### src/hdl/fmpsd_pkg.sv
// ============================================================================
// fmpsd_pkg
// Shared types, widths, register codes and the arctangent lookup for the
// FM phase-step pixel demodulator.
// ============================================================================
package fmpsd_pkg;

    localparam int BYTE_W     = 8;
    localparam int ANGLE_W    = 8;
    localparam int BIAS_W     = 10;
    localparam int BLANK_W    = 16;
    localparam int GAIN_W     = 13;
    localparam int ACC_W      = 14;
    localparam int POWER_W    = 9;
    localparam int CLIP_W     = 2;
    localparam int PIX_W      = 8;
    localparam int ACC_SHIFT  = 8;
    localparam int FRAC_SHIFT = 16;

    localparam int APB_DATA_W = 32;
    localparam int APB_ADDR_W = 4;

    localparam int DEF_PIXELS_PER_ROW    = 224;
    localparam int DEF_SAMPLES_PER_PIXEL = 9;
    localparam int DEF_SAMPLE_STEP       = 3;

    localparam logic signed [BIAS_W-1:0]  BIAS_RESET  = '0;
    localparam logic signed [BLANK_W-1:0] BLANK_RESET = -16'sd1280;
    localparam logic [GAIN_W-1:0]         GAIN_RESET  = 13'd207;

    typedef enum logic [1:0] {
        REG_UNWRAP_BIAS = 2'd0,
        REG_BLANK_LEVEL = 2'd1,
        REG_PIXEL_GAIN  = 2'd2
    } cfg_reg_t;

    // One finished pixel as it leaves the accumulation stage
    typedef struct packed {
        logic signed [ACC_W-1:0] acc;
        logic [POWER_W-1:0]      power;
        logic [CLIP_W-1:0]       clip;
        logic                    last;
    } pixel_rec_t;

    // round(atan(b/a) * 128 / pi), row a, column b, b <= a
    localparam logic [5:0] OCT_TAB [0:8][0:8] = '{
        '{6'd0, 6'd0,  6'd0,  6'd0,  6'd0,  6'd0,  6'd0,  6'd0,  6'd0},
        '{6'd0, 6'd32, 6'd0,  6'd0,  6'd0,  6'd0,  6'd0,  6'd0,  6'd0},
        '{6'd0, 6'd19, 6'd32, 6'd0,  6'd0,  6'd0,  6'd0,  6'd0,  6'd0},
        '{6'd0, 6'd13, 6'd24, 6'd32, 6'd0,  6'd0,  6'd0,  6'd0,  6'd0},
        '{6'd0, 6'd10, 6'd19, 6'd26, 6'd32, 6'd0,  6'd0,  6'd0,  6'd0},
        '{6'd0, 6'd8,  6'd16, 6'd22, 6'd27, 6'd32, 6'd0,  6'd0,  6'd0},
        '{6'd0, 6'd7,  6'd13, 6'd19, 6'd24, 6'd28, 6'd32, 6'd0,  6'd0},
        '{6'd0, 6'd6,  6'd11, 6'd16, 6'd21, 6'd25, 6'd29, 6'd32, 6'd0},
        '{6'd0, 6'd5,  6'd10, 6'd15, 6'd19, 6'd23, 6'd26, 6'd29, 6'd32}
    };

    // Angle of a raw I/Q byte, 256 units per turn
    function automatic logic [ANGLE_W-1:0] angle_of(input logic [BYTE_W-1:0] b);
        logic [3:0]         ai;
        logic [3:0]         aq;
        logic [6:0]         t;
        logic [ANGLE_W-1:0] t8;
        logic [ANGLE_W-1:0] a;
        ai = b[7] ? 4'(~b[7:4] + 4'd1) : b[7:4];
        aq = b[3] ? 4'(~b[3:0] + 4'd1) : b[3:0];
        if (aq <= ai)
        begin
            t = {1'b0, OCT_TAB[ai][aq]};
        end
        else
        begin
            t = 7'd64 - {1'b0, OCT_TAB[aq][ai]};
        end
        t8 = {1'b0, t};
        if (!b[7])
        begin
            a = b[3] ? 8'(-t8) : t8;
        end
        else
        begin
            a = b[3] ? 8'(t8 - 8'd128) : 8'(8'd128 - t8);
        end
        if (ai == 4'd0 && aq == 4'd0)
        begin
            a = '0;
        end
        return a;
    endfunction

endpackage

### src/hdl/fm_phase_step_pixel_demod.sv
// ============================================================================
// fm_phase_step_pixel_demod
// FM phase-step demodulator turning raw 4-bit I/Q sample bytes into pixels.
// ============================================================================
// Input channel: one sample byte per item (I in the high nibble, Q in the
// low nibble) with line_start marking the reference sample of a row. Items
// are taken when in_valid is high and in_stall low.
// Output channel: one pixel per SAMPLES_PER_PIXEL samples (rounded down to
// whole sample steps) with its power sum, clip count and a last-of-row flag;
// a pixel is taken when out_valid is high and out_stall low. Line-start
// items and samples outside an active row give no pixel.
// Throughput: one item per clock, sustained while out_stall stays low. A
// pixel passes from the input register through the accumulation stage,
// the blank/scale stage and the gain multiply into the output register.
// Stall: a stalled pixel holds in the output register; the stages behind it
// keep filling and in_stall rises only once every stage holds an item.
// Reset: all rows idle, accumulators clear, registers at their defaults;
// the block waits for a line start. Configuration is written over APB.
// ============================================================================
module fm_phase_step_pixel_demod #(
    parameter int PIXELS_PER_ROW    = fmpsd_pkg::DEF_PIXELS_PER_ROW,
    parameter int SAMPLES_PER_PIXEL = fmpsd_pkg::DEF_SAMPLES_PER_PIXEL,
    parameter int SAMPLE_STEP       = fmpsd_pkg::DEF_SAMPLE_STEP
) (
    input  logic                                clk,
    input  logic                                rst_n,
    input  logic                                psel,
    input  logic                                penable,
    input  logic                                pwrite,
    input  logic [fmpsd_pkg::APB_ADDR_W-1:0]    paddr,
    input  logic [fmpsd_pkg::APB_DATA_W-1:0]    pwdata,
    output logic [fmpsd_pkg::APB_DATA_W-1:0]    prdata,
    output logic                                pready,
    input  logic                                in_valid,
    output logic                                in_stall,
    input  logic [fmpsd_pkg::BYTE_W-1:0]        sample_byte,
    input  logic                                line_start,
    output logic                                out_valid,
    input  logic                                out_stall,
    output logic [fmpsd_pkg::PIX_W-1:0]         pixel_value,
    output logic [fmpsd_pkg::POWER_W-1:0]       power_sum,
    output logic [fmpsd_pkg::CLIP_W-1:0]        clip_count,
    output logic                                row_last
);
    import fmpsd_pkg::*;

    logic signed [BIAS_W-1:0]  bias_reg;
    logic signed [BLANK_W-1:0] blank_reg;
    logic [GAIN_W-1:0]         gain_reg;

    logic       cfg_write;
    cfg_reg_t   cfg_sel;
    logic       pix_valid;
    pixel_rec_t pix;
    logic       pix_ready;

    assign pready    = 1'b1;
    assign cfg_write = psel && penable && pwrite && pready;
    assign cfg_sel   = cfg_reg_t'(paddr[3:2]);

    always_ff @(posedge clk or negedge rst_n)
    begin
        if (!rst_n)
        begin
            bias_reg  <= BIAS_RESET;
            blank_reg <= BLANK_RESET;
            gain_reg  <= GAIN_RESET;
        end
        else if (cfg_write)
        begin
            case (cfg_sel)
                REG_UNWRAP_BIAS: bias_reg  <= pwdata[BIAS_W-1:0];
                REG_BLANK_LEVEL: blank_reg <= pwdata[BLANK_W-1:0];
                REG_PIXEL_GAIN:  gain_reg  <= pwdata[GAIN_W-1:0];
                default:         ;
            endcase
        end
    end

    always_comb
    begin
        case (cfg_sel)
            REG_UNWRAP_BIAS: prdata = APB_DATA_W'(bias_reg);
            REG_BLANK_LEVEL: prdata = APB_DATA_W'(blank_reg);
            REG_PIXEL_GAIN:  prdata = APB_DATA_W'(gain_reg);
            default:         prdata = '0;
        endcase
    end

    fmpsd_track #(
        .PIXELS_PER_ROW    (PIXELS_PER_ROW),
        .SAMPLES_PER_PIXEL (SAMPLES_PER_PIXEL),
        .SAMPLE_STEP       (SAMPLE_STEP)
    ) u_track (
        .clk         (clk),
        .rst_n       (rst_n),
        .in_valid    (in_valid),
        .in_stall    (in_stall),
        .sample_byte (sample_byte),
        .line_start  (line_start),
        .unwrap_bias (bias_reg),
        .pix_valid   (pix_valid),
        .pix         (pix),
        .pix_ready   (pix_ready)
    );

    fmpsd_scale #(
        .SAMPLES_PER_PIXEL (SAMPLES_PER_PIXEL)
    ) u_scale (
        .clk            (clk),
        .rst_n          (rst_n),
        .blank_level_q8 (blank_reg),
        .pixel_gain     (gain_reg),
        .pix_valid      (pix_valid),
        .pix            (pix),
        .pix_ready      (pix_ready),
        .out_valid      (out_valid),
        .out_stall      (out_stall),
        .pixel_value    (pixel_value),
        .power_sum      (power_sum),
        .clip_count     (clip_count),
        .row_last       (row_last)
    );

endmodule

### src/hdl/fmpsd_track.sv
// ============================================================================
// fmpsd_track
// Input register, row/pixel sequencing, phase-step unwrapping and the
// per-pixel accumulators. Emits one pixel record per completed pixel.
// ============================================================================
module fmpsd_track #(
    parameter int PIXELS_PER_ROW    = fmpsd_pkg::DEF_PIXELS_PER_ROW,
    parameter int SAMPLES_PER_PIXEL = fmpsd_pkg::DEF_SAMPLES_PER_PIXEL,
    parameter int SAMPLE_STEP       = fmpsd_pkg::DEF_SAMPLE_STEP
) (
    input  logic                                    clk,
    input  logic                                    rst_n,
    input  logic                                    in_valid,
    output logic                                    in_stall,
    input  logic [fmpsd_pkg::BYTE_W-1:0]            sample_byte,
    input  logic                                    line_start,
    input  logic signed [fmpsd_pkg::BIAS_W-1:0]     unwrap_bias,
    output logic                                    pix_valid,
    output fmpsd_pkg::pixel_rec_t                   pix,
    input  logic                                    pix_ready
);
    import fmpsd_pkg::*;

    localparam int STEPS_RAW = SAMPLES_PER_PIXEL / SAMPLE_STEP;
    localparam int STEPS     = (STEPS_RAW > 0) ? STEPS_RAW : 1;
    localparam int SPAN      = STEPS * SAMPLE_STEP;
    localparam int PH_W      = $clog2(SPAN + 1);
    localparam int SC_W      = (SAMPLE_STEP > 1) ? $clog2(SAMPLE_STEP) : 1;
    localparam int IDX_W     = $clog2(PIXELS_PER_ROW + 1);

    localparam logic [PH_W-1:0]  SPAN_C    = PH_W'(SPAN);
    localparam logic [SC_W-1:0]  STEP_LAST = SC_W'(SAMPLE_STEP - 1);
    localparam logic [IDX_W-1:0] ROW_LEN   = IDX_W'(PIXELS_PER_ROW);

    localparam logic signed [ACC_W-1:0] ACC_MAX = {1'b0, {(ACC_W-1){1'b1}}};
    localparam logic signed [ACC_W-1:0] ACC_MIN = {1'b1, {(ACC_W-1){1'b0}}};

    // input stage
    logic                a_valid_reg;
    logic [BYTE_W-1:0]   a_byte_reg;
    logic                a_start_reg;

    // demodulator state
    logic [ANGLE_W-1:0]      prev_reg,   prev_next;
    logic signed [ACC_W-1:0] acc_reg,    acc_next;
    logic [PH_W-1:0]         phase_reg,  phase_next;
    logic [SC_W-1:0]         stepc_reg,  stepc_next;
    logic [IDX_W-1:0]        idx_reg,    idx_next;
    logic [POWER_W-1:0]      pwr_reg,    pwr_next;
    logic [CLIP_W-1:0]       clip_reg,   clip_next;
    logic                    active_reg, active_next;

    // pixel record stage
    logic       b_valid_reg, b_valid_next;
    pixel_rec_t b_rec_reg,   b_rec_next;
    logic       b_load;

    logic a_ready;
    logic b_ready;
    logic a_fire;

    logic [ANGLE_W-1:0]      angle;
    logic [ANGLE_W-1:0]      raw;
    logic signed [BIAS_W:0]  dstep;
    logic signed [ACC_W:0]   acc_sum;
    logic signed [ACC_W-1:0] acc_sat;
    logic signed [7:0]       i_ext;
    logic signed [7:0]       q_ext;
    logic signed [7:0]       isq;
    logic signed [7:0]       qsq;
    logic [7:0]              sq_sum;
    logic [POWER_W:0]        pwr_sum;
    logic [POWER_W-1:0]      pwr_sat;
    logic                    clip_hit;
    logic [CLIP_W-1:0]       clip_inc;
    logic                    is_step;
    logic [PH_W-1:0]         phase_inc;
    logic [IDX_W-1:0]        idx_inc;
    logic signed [ACC_W-1:0] acc_upd;
    logic [POWER_W-1:0]      pwr_upd;
    logic [CLIP_W-1:0]       clip_upd;

    assign b_ready  = !b_valid_reg || pix_ready;
    assign a_ready  = !a_valid_reg || b_ready;
    assign a_fire   = a_valid_reg && b_ready;
    assign in_stall = !a_ready;

    assign pix_valid = b_valid_reg;
    assign pix       = b_rec_reg;

    // phase step, unwrapped around the bias
    assign angle   = angle_of(a_byte_reg);
    assign raw     = angle - prev_reg - unwrap_bias[ANGLE_W-1:0];
    assign dstep   = (BIAS_W+1)'($signed(raw)) + (BIAS_W+1)'(unwrap_bias);
    assign acc_sum = (ACC_W+1)'(acc_reg) + (ACC_W+1)'(dstep);

    always_comb
    begin
        if (acc_sum[ACC_W] != acc_sum[ACC_W-1])
        begin
            acc_sat = acc_sum[ACC_W] ? ACC_MIN : ACC_MAX;
        end
        else
        begin
            acc_sat = acc_sum[ACC_W-1:0];
        end
    end

    // sample power and clip detection
    assign i_ext   = 8'($signed(a_byte_reg[7:4]));
    assign q_ext   = 8'($signed(a_byte_reg[3:0]));
    assign isq     = i_ext * i_ext;
    assign qsq     = q_ext * q_ext;
    assign sq_sum  = $unsigned(isq) + $unsigned(qsq);
    assign pwr_sum = {1'b0, pwr_reg} + (POWER_W+1)'(sq_sum);
    assign pwr_sat = pwr_sum[POWER_W] ? {POWER_W{1'b1}} : pwr_sum[POWER_W-1:0];

    assign clip_hit = (a_byte_reg[7:4] == 4'h7) || (a_byte_reg[7:4] == 4'h8) ||
                      (a_byte_reg[3:0] == 4'h7) || (a_byte_reg[3:0] == 4'h8);
    assign clip_inc = (clip_hit && clip_reg != {CLIP_W{1'b1}}) ?
                      CLIP_W'(clip_reg + 1'b1) : clip_reg;

    assign is_step   = (stepc_reg == STEP_LAST);
    assign phase_inc = PH_W'(phase_reg + 1'b1);
    assign idx_inc   = IDX_W'(idx_reg + 1'b1);
    assign acc_upd   = is_step ? acc_sat  : acc_reg;
    assign pwr_upd   = is_step ? pwr_sat  : pwr_reg;
    assign clip_upd  = is_step ? clip_inc : clip_reg;

    always_comb
    begin
        prev_next   = prev_reg;
        acc_next    = acc_reg;
        phase_next  = phase_reg;
        stepc_next  = stepc_reg;
        idx_next    = idx_reg;
        pwr_next    = pwr_reg;
        clip_next   = clip_reg;
        active_next = active_reg;
        b_load      = 1'b0;
        b_rec_next  = b_rec_reg;

        if (a_fire)
        begin
            if (a_start_reg)
            begin
                // restart the row; any partial pixel is dropped
                prev_next   = angle;
                acc_next    = '0;
                phase_next  = '0;
                stepc_next  = '0;
                idx_next    = '0;
                pwr_next    = '0;
                clip_next   = '0;
                active_next = 1'b1;
            end
            else if (active_reg)
            begin
                acc_next   = acc_upd;
                pwr_next   = pwr_upd;
                clip_next  = clip_upd;
                phase_next = phase_inc;
                stepc_next = is_step ? '0 : SC_W'(stepc_reg + 1'b1);
                if (is_step)
                begin
                    prev_next = angle;
                end
                if (phase_inc == SPAN_C)
                begin
                    b_load           = 1'b1;
                    b_rec_next.acc   = acc_upd;
                    b_rec_next.power = pwr_upd;
                    b_rec_next.clip  = clip_upd;
                    b_rec_next.last  = (idx_inc == ROW_LEN);
                    idx_next         = idx_inc;
                    if (idx_inc == ROW_LEN)
                    begin
                        active_next = 1'b0;
                    end
                    acc_next   = '0;
                    pwr_next   = '0;
                    clip_next  = '0;
                    phase_next = '0;
                    stepc_next = '0;
                end
            end
        end
    end

    assign b_valid_next = b_load || (b_valid_reg && !pix_ready);

    always_ff @(posedge clk or negedge rst_n)
    begin
        if (!rst_n)
        begin
            a_valid_reg <= 1'b0;
            b_valid_reg <= 1'b0;
            prev_reg    <= '0;
            acc_reg     <= '0;
            phase_reg   <= '0;
            stepc_reg   <= '0;
            idx_reg     <= '0;
            pwr_reg     <= '0;
            clip_reg    <= '0;
            active_reg  <= 1'b0;
        end
        else
        begin
            if (a_ready)
            begin
                a_valid_reg <= in_valid;
            end
            b_valid_reg <= b_valid_next;
            prev_reg    <= prev_next;
            acc_reg     <= acc_next;
            phase_reg   <= phase_next;
            stepc_reg   <= stepc_next;
            idx_reg     <= idx_next;
            pwr_reg     <= pwr_next;
            clip_reg    <= clip_next;
            active_reg  <= active_next;
        end
    end

    always_ff @(posedge clk)
    begin
        if (a_ready && in_valid)
        begin
            a_byte_reg  <= sample_byte;
            a_start_reg <= line_start;
        end
        if (b_load)
        begin
            b_rec_reg <= b_rec_next;
        end
    end

    a_start_restarts_row: assert property (@(posedge clk) disable iff (!rst_n)
        (a_fire && a_start_reg) |=>
            (active_reg && idx_reg == '0 && phase_reg == '0 && acc_reg == '0))
        else $error("line start did not restart the row");

    a_last_ends_row: assert property (@(posedge clk) disable iff (!rst_n)
        (b_load && b_rec_next.last) |=> !active_reg)
        else $error("row still active after its final pixel");

    a_idle_counters_clear: assert property (@(posedge clk) disable iff (!rst_n)
        !active_reg |-> (phase_reg == '0 && stepc_reg == '0))
        else $error("sample counters running while row idle");

endmodule

### src/hdl/fmpsd_scale.sv
// ============================================================================
// fmpsd_scale
// Blank-level removal, gain multiply, shift and saturation of each pixel
// record, ending in the output register.
// ============================================================================
module fmpsd_scale #(
    parameter int SAMPLES_PER_PIXEL = fmpsd_pkg::DEF_SAMPLES_PER_PIXEL
) (
    input  logic                                    clk,
    input  logic                                    rst_n,
    input  logic signed [fmpsd_pkg::BLANK_W-1:0]    blank_level_q8,
    input  logic [fmpsd_pkg::GAIN_W-1:0]            pixel_gain,
    input  logic                                    pix_valid,
    input  fmpsd_pkg::pixel_rec_t                   pix,
    output logic                                    pix_ready,
    output logic                                    out_valid,
    input  logic                                    out_stall,
    output logic [fmpsd_pkg::PIX_W-1:0]             pixel_value,
    output logic [fmpsd_pkg::POWER_W-1:0]           power_sum,
    output logic [fmpsd_pkg::CLIP_W-1:0]            clip_count,
    output logic                                    row_last
);
    import fmpsd_pkg::*;

    localparam int SPP_W  = $clog2(SAMPLES_PER_PIXEL + 1);
    localparam int BT_W   = BLANK_W + SPP_W;
    localparam int SH_W   = ACC_W + ACC_SHIFT;
    localparam int NUM_W  = ((SH_W > BT_W) ? SH_W : BT_W) + 1;
    localparam int PROD_W = NUM_W + GAIN_W + 1;

    localparam logic signed [BT_W-1:0] SPP_S = BT_W'(SAMPLES_PER_PIXEL);

    logic signed [BT_W-1:0]  blank_ext;
    logic signed [BT_W-1:0]  blank_term_reg;
    logic signed [NUM_W-1:0] acc_ext;
    logic signed [NUM_W-1:0] num_next;

    logic                    c_valid_reg;
    logic signed [NUM_W-1:0] c_num_reg;
    logic [POWER_W-1:0]      c_power_reg;
    logic [CLIP_W-1:0]       c_clip_reg;
    logic                    c_last_reg;

    logic                     d_ready;
    logic                     c_fire;
    logic signed [PROD_W-1:0] prod;
    logic [PIX_W-1:0]         pix_sat;

    logic               out_valid_reg;
    logic [PIX_W-1:0]   pixel_value_reg;
    logic [POWER_W-1:0] power_sum_reg;
    logic [CLIP_W-1:0]  clip_count_reg;
    logic               row_last_reg;

    assign d_ready   = !out_valid_reg || !out_stall;
    assign pix_ready = !c_valid_reg || d_ready;
    assign c_fire    = c_valid_reg && d_ready;

    // blank contribution of a whole pixel, refreshed every cycle
    assign blank_ext = BT_W'(blank_level_q8);

    assign acc_ext  = NUM_W'($signed(pix.acc));
    assign num_next = (acc_ext <<< ACC_SHIFT) - NUM_W'(blank_term_reg);

    assign prod = $signed(c_num_reg) * $signed({1'b0, pixel_gain});

    always_comb
    begin
        if (prod[PROD_W-1])
        begin
            pix_sat = '0;
        end
        else if (|prod[PROD_W-2:FRAC_SHIFT+PIX_W])
        begin
            pix_sat = {PIX_W{1'b1}};
        end
        else
        begin
            pix_sat = prod[FRAC_SHIFT+PIX_W-1:FRAC_SHIFT];
        end
    end

    always_ff @(posedge clk or negedge rst_n)
    begin
        if (!rst_n)
        begin
            c_valid_reg   <= 1'b0;
            out_valid_reg <= 1'b0;
        end
        else
        begin
            if (pix_ready)
            begin
                c_valid_reg <= pix_valid;
            end
            if (d_ready)
            begin
                out_valid_reg <= c_valid_reg;
            end
        end
    end

    always_ff @(posedge clk)
    begin
        blank_term_reg <= blank_ext * SPP_S;
        if (pix_ready && pix_valid)
        begin
            c_num_reg   <= num_next;
            c_power_reg <= pix.power;
            c_clip_reg  <= pix.clip;
            c_last_reg  <= pix.last;
        end
        if (c_fire)
        begin
            pixel_value_reg <= pix_sat;
            power_sum_reg   <= c_power_reg;
            clip_count_reg  <= c_clip_reg;
            row_last_reg    <= c_last_reg;
        end
    end

    assign out_valid   = out_valid_reg;
    assign pixel_value = pixel_value_reg;
    assign power_sum   = power_sum_reg;
    assign clip_count  = clip_count_reg;
    assign row_last    = row_last_reg;

    a_record_enters: assert property (@(posedge clk) disable iff (!rst_n)
        (pix_valid && pix_ready) |=> c_valid_reg)
        else $error("pixel record lost entering scale stage");

    a_record_reaches_out: assert property (@(posedge clk) disable iff (!rst_n)
        c_fire |=> out_valid_reg)
        else $error("scaled pixel lost before output register");

    a_out_drains: assert property (@(posedge clk) disable iff (!rst_n)
        (out_valid_reg && !out_stall && !c_valid_reg) |=> !out_valid_reg)
        else $error("taken pixel shown twice");

endmodule
### config.mk
export PLATFORM = sky130hd
export DESIGN_NAME = fm_phase_step_pixel_demod
export DESIGN_NICKNAME = d
export VERILOG_FILES = /design/src/hdl/fmpsd_pkg.sv /design/src/hdl/fm_phase_step_pixel_demod.sv /design/src/hdl/fmpsd_track.sv /design/src/hdl/fmpsd_scale.sv
export SDC_FILE = /design/constraint.sdc
export NUM_CORES = 1
export LEC_CHECK = 0
export BUFFER_PORTS_ARGS = -buffer_cell sky130_fd_sc_hd__buf_2
export CORE_UTILIZATION = 46
export DETAILED_ROUTE_END_ITERATION = 10
export GPL_TIMING_DRIVEN = 0
export PLACE_DENSITY = 0.74
export SLEW_MARGIN = 20
export SYNTH_ARGS = -nofsm -noshare
export SYNTH_HDL_FRONTEND = slang
export SYNTH_SLANG_ARGS = --single-unit
### constraint.sdc
create_clock -name clk -period 12 [get_ports clk]
set_input_delay 2.4 -clock clk [delete_from_list [all_inputs] [get_ports clk]]
set_output_delay 2.4 -clock clk [all_outputs]
set_load 0.01 [all_outputs]
==> metrics.yaml <==
status: "complete, no violations"
arrival_ns: 11.08
cts_tree: "built"
worst_hold_slack_ns: 0.4162
ys.flop_type: "sky130_fd_sc_hd__edfxtp_1"
critical_path_buf_inv_count: 7
worst-setup-path-type: "flop to flop"
grt_setup_unrepaired: "no"
max_slew.worst_pin.slew_ns: 1.118
relSlewSlack_pct: 23.53
layout_setup_ws_ns: 1.298
critical_path.max_fanout: 13
cts-buffers-inserted: 24
synth_cells: 2508
clock-root-buffer: "sky130_fd_sc_hd__clkbuf_16"
drt-pass1-iter-count: 6
cts_hold_buf: 0
cts.clk_slew.worst_paths_ns: 0.06
worstHoldPathType: "flop to flop"
setup.worst_path.end_class: "flop"
clock-sinks: 201
ios: 107
number_of_buffers_on_the_longest_clock_path: 3
effective_utilization_at_floorplan_pct: 46.88
ff_latch_area_sq_um: 5396
first_global_vias: 19137
timing.fmax_mhz: 93.44
num-nets-final: 3201
htreeDepth: 1
syn-cell-area_sq_um: 24200
worstRegToRegCells: 37
synth_seq_cells: 201
worst_path_dominant_cell_family: "adder cells"
skew_ns: 0.01548
post_cts.resized_instances: 0
insertion_delay_ns: 0.56
post-cts-setup-buffers: 0
globalRoute.totalOverflow: 0
synth.avg_cell_area_sq_um: 9.647
r2r_slack_ns: 1.30
report.final.setup_viol: 0
synth-edff-count: 90
layout-drive-gt1-share_pct: 9.235
final_antenna_net_count: 0
worstPathRequired_ns: 12.38
via_per_inst: 5.475
reg_to_reg_endpoint: "u_track.pix[14]$_DFFE_PP_"
multi_input_combinational_cell_area_sq_um: 16770
drv.max_cap_violation_count: 0
startpoint: "u_track.a_byte_reg[0]$_DFFE_PP_"
post_drt_wl_per_cell_um: 18.22
fp.dieArea_sq_um: 53520
reg2reg_from: "u_track.a_byte_reg[0]$_DFFE_PP_"
place.gp.congestion: 0.9523
min_period_over_period_pct: 89.18
final_max_slew_viol_count: 0
dpl_worst_slack_ns: 1.506
place.detailed.hpwl_um: 49340
synth_fp_nets: 3085
place.port_buffers: 87
worstSetupEndpoint: "u_track.pix[14]$_DFFE_PP_"
yosys.cell_types.count: 91
grt_util_all_layers_pct: 23.48
crit_path_start_kind: "flop"
drt_iter0_drc: 1109
cpMostUsedCell: "sky130_fd_sc_hd__ha_1"
fillers: 4562
timing_hold_violations_final: 0
worst-path-stages: 37
detail_route.wirelength_um: 60530
synth-seq-area-share_pct: 22.30
critical_path.slowest_cell: "sky130_fd_sc_hd__ha_1"
die_y_um: 231.3
grt_pass1_wl_um: 99740
layout-area-overhead-vs-synth_pct: 9.127
maximum_number_of_pins_on_one_net_before_global_route_repair: 68
grt_antenna_before_repair: 2
row_count: 83
dieWidth_um: 231.3
totalNegativeSetupSlack_ns: 0
finalWorstPathRequiredPeriod_ns: 10.70
floorplan.core_area_sq_um: 51610
drc: 0
yosys_warnings: 0
vias: 18192
cpPeakStageDelay_ns: 0.55
asyncSetResetFlopFracSynth_pct: 45.27
largest_register_ffs: 26
[layer usage]
metal  wire length [um]  vias up  track usage, %
li1                   -     8398               -
met5                  0        -               0
met3               3597       98           3.014
met4               1971        0           8.071
met2              29130      517           39.53
met1              25830     9179           31.09
[cell families (layout without fill, tap and decap cells)]
group | after synthesis | after routing | synth area share [%]
multiplexers | 55 | 55 | 2.518
AO/OA/AOI/OAI | 413 | 413 | 11.34
flip-flops | 201 | 201 | 22.30
buffers and inverters | 523 | 657 | 8.491
XOR/XNOR | 111 | 111 | 4.173
other | 1 | 2 | 0.01550
adder cells (fa/ha/maj) | 527 | 527 | 37.29
AND/OR/NAND/NOR | 677 | 677 | 13.87
[cell usage after synthesis, drive strengths merged, types with 13 or more instances]
master	instances	area (sq um)
a21o	39	292.8
dfxtp	20	400.4
and3	15	93.84
clkbuf	81	304.0
nor2	90	337.8
inv	405	1520
edfxtp	90	2703
fa	324	6486
dfrtp	78	1952
o21bai	21	157.7
o31ai	15	112.6
nand4	14	87.58
nand2	259	972.2
nand3	28	140.1
mux2i	17	177.7
o21ai	98	490.5
nand2b	17	106.4
nor2b	18	112.6
mux2	38	431.7
buf	35	221.5
xnor2	77	696.9
ha	201	2515
a21oi	99	503.0
o22ai	17	106.4
dfstp	13	341.6
xor2	34	312.8
nor3	25	125.1
a22o	14	122.6
and2	172	1076
[metrics by stage]
stage          instance area (sq um)  utilization (%)  std cells
2_1_floorplan                  24200                -       2508
3_3_place_gp                   25480            49.37       3275
3_5_place_dp                   25590            49.57       3278
4_1_cts                        26400            51.15       3322
5_1_grt                        26400            51.16       3323
6_report                       26400            51.16       3323
[worst min path at each step]
stage,endpoint,startpoint,slack [ns],cells after the start
after floorplan,u_scale.blank_term_reg[0]$_DFF_P_,blank_reg[0]$_DFFE_PN0P_,0.39,0
after global placement,u_scale.c_power_reg[5]$_DFFE_PP_,u_track.pix[8]$_DFFE_PP_,0.40,0
after detailed placement,u_scale.c_clip_reg[0]$_DFFE_PP_,u_track.pix[1]$_DFFE_PP_,0.40,0
after CTS,u_scale.c_power_reg[6]$_DFFE_PP_,u_track.pix[9]$_DFFE_PP_,0.42,0
after global routing,u_scale.power_sum[0]$_DFFE_PP_,u_scale.c_power_reg[0]$_DFFE_PP_,0.43,0
final,u_scale.c_power_reg[6]$_DFFE_PP_,u_track.pix[9]$_DFFE_PP_,0.42,0
[placed cells by master, fill, tap and decap left out, drive strengths merged, types with 17 or more instances in the layout]
cell type    n
xor2        34
nor2        90
buf        125
o21ai       98
nor2b       18
and2       172
nand2      259
nand3       28
o21bai      21
a21oi       99
inv        412
a21o        39
mux2        38
o22ai       17
edfxtp      90
fa         324
ha         201
xnor2       77
clkbuf     108
dfrtp       78
nor3        25
nand2b      17
dfxtp       20
mux2i       17
[area by class of cell]
type	instances	share of cell area [%]
multi-input combinational	1784	63.52
inverter	407	5.791
buffer	116	1.990
sequential	201	20.44
timing repair buffer	90	1.957
tap	680	3.222
clock buffer	27	2.317
clock inverter	17	0.7534
antenna	1	0.009477
Power is not shown: default switching activity piles up to over one toggle a cycle in this logic, so the estimate is an artifact.
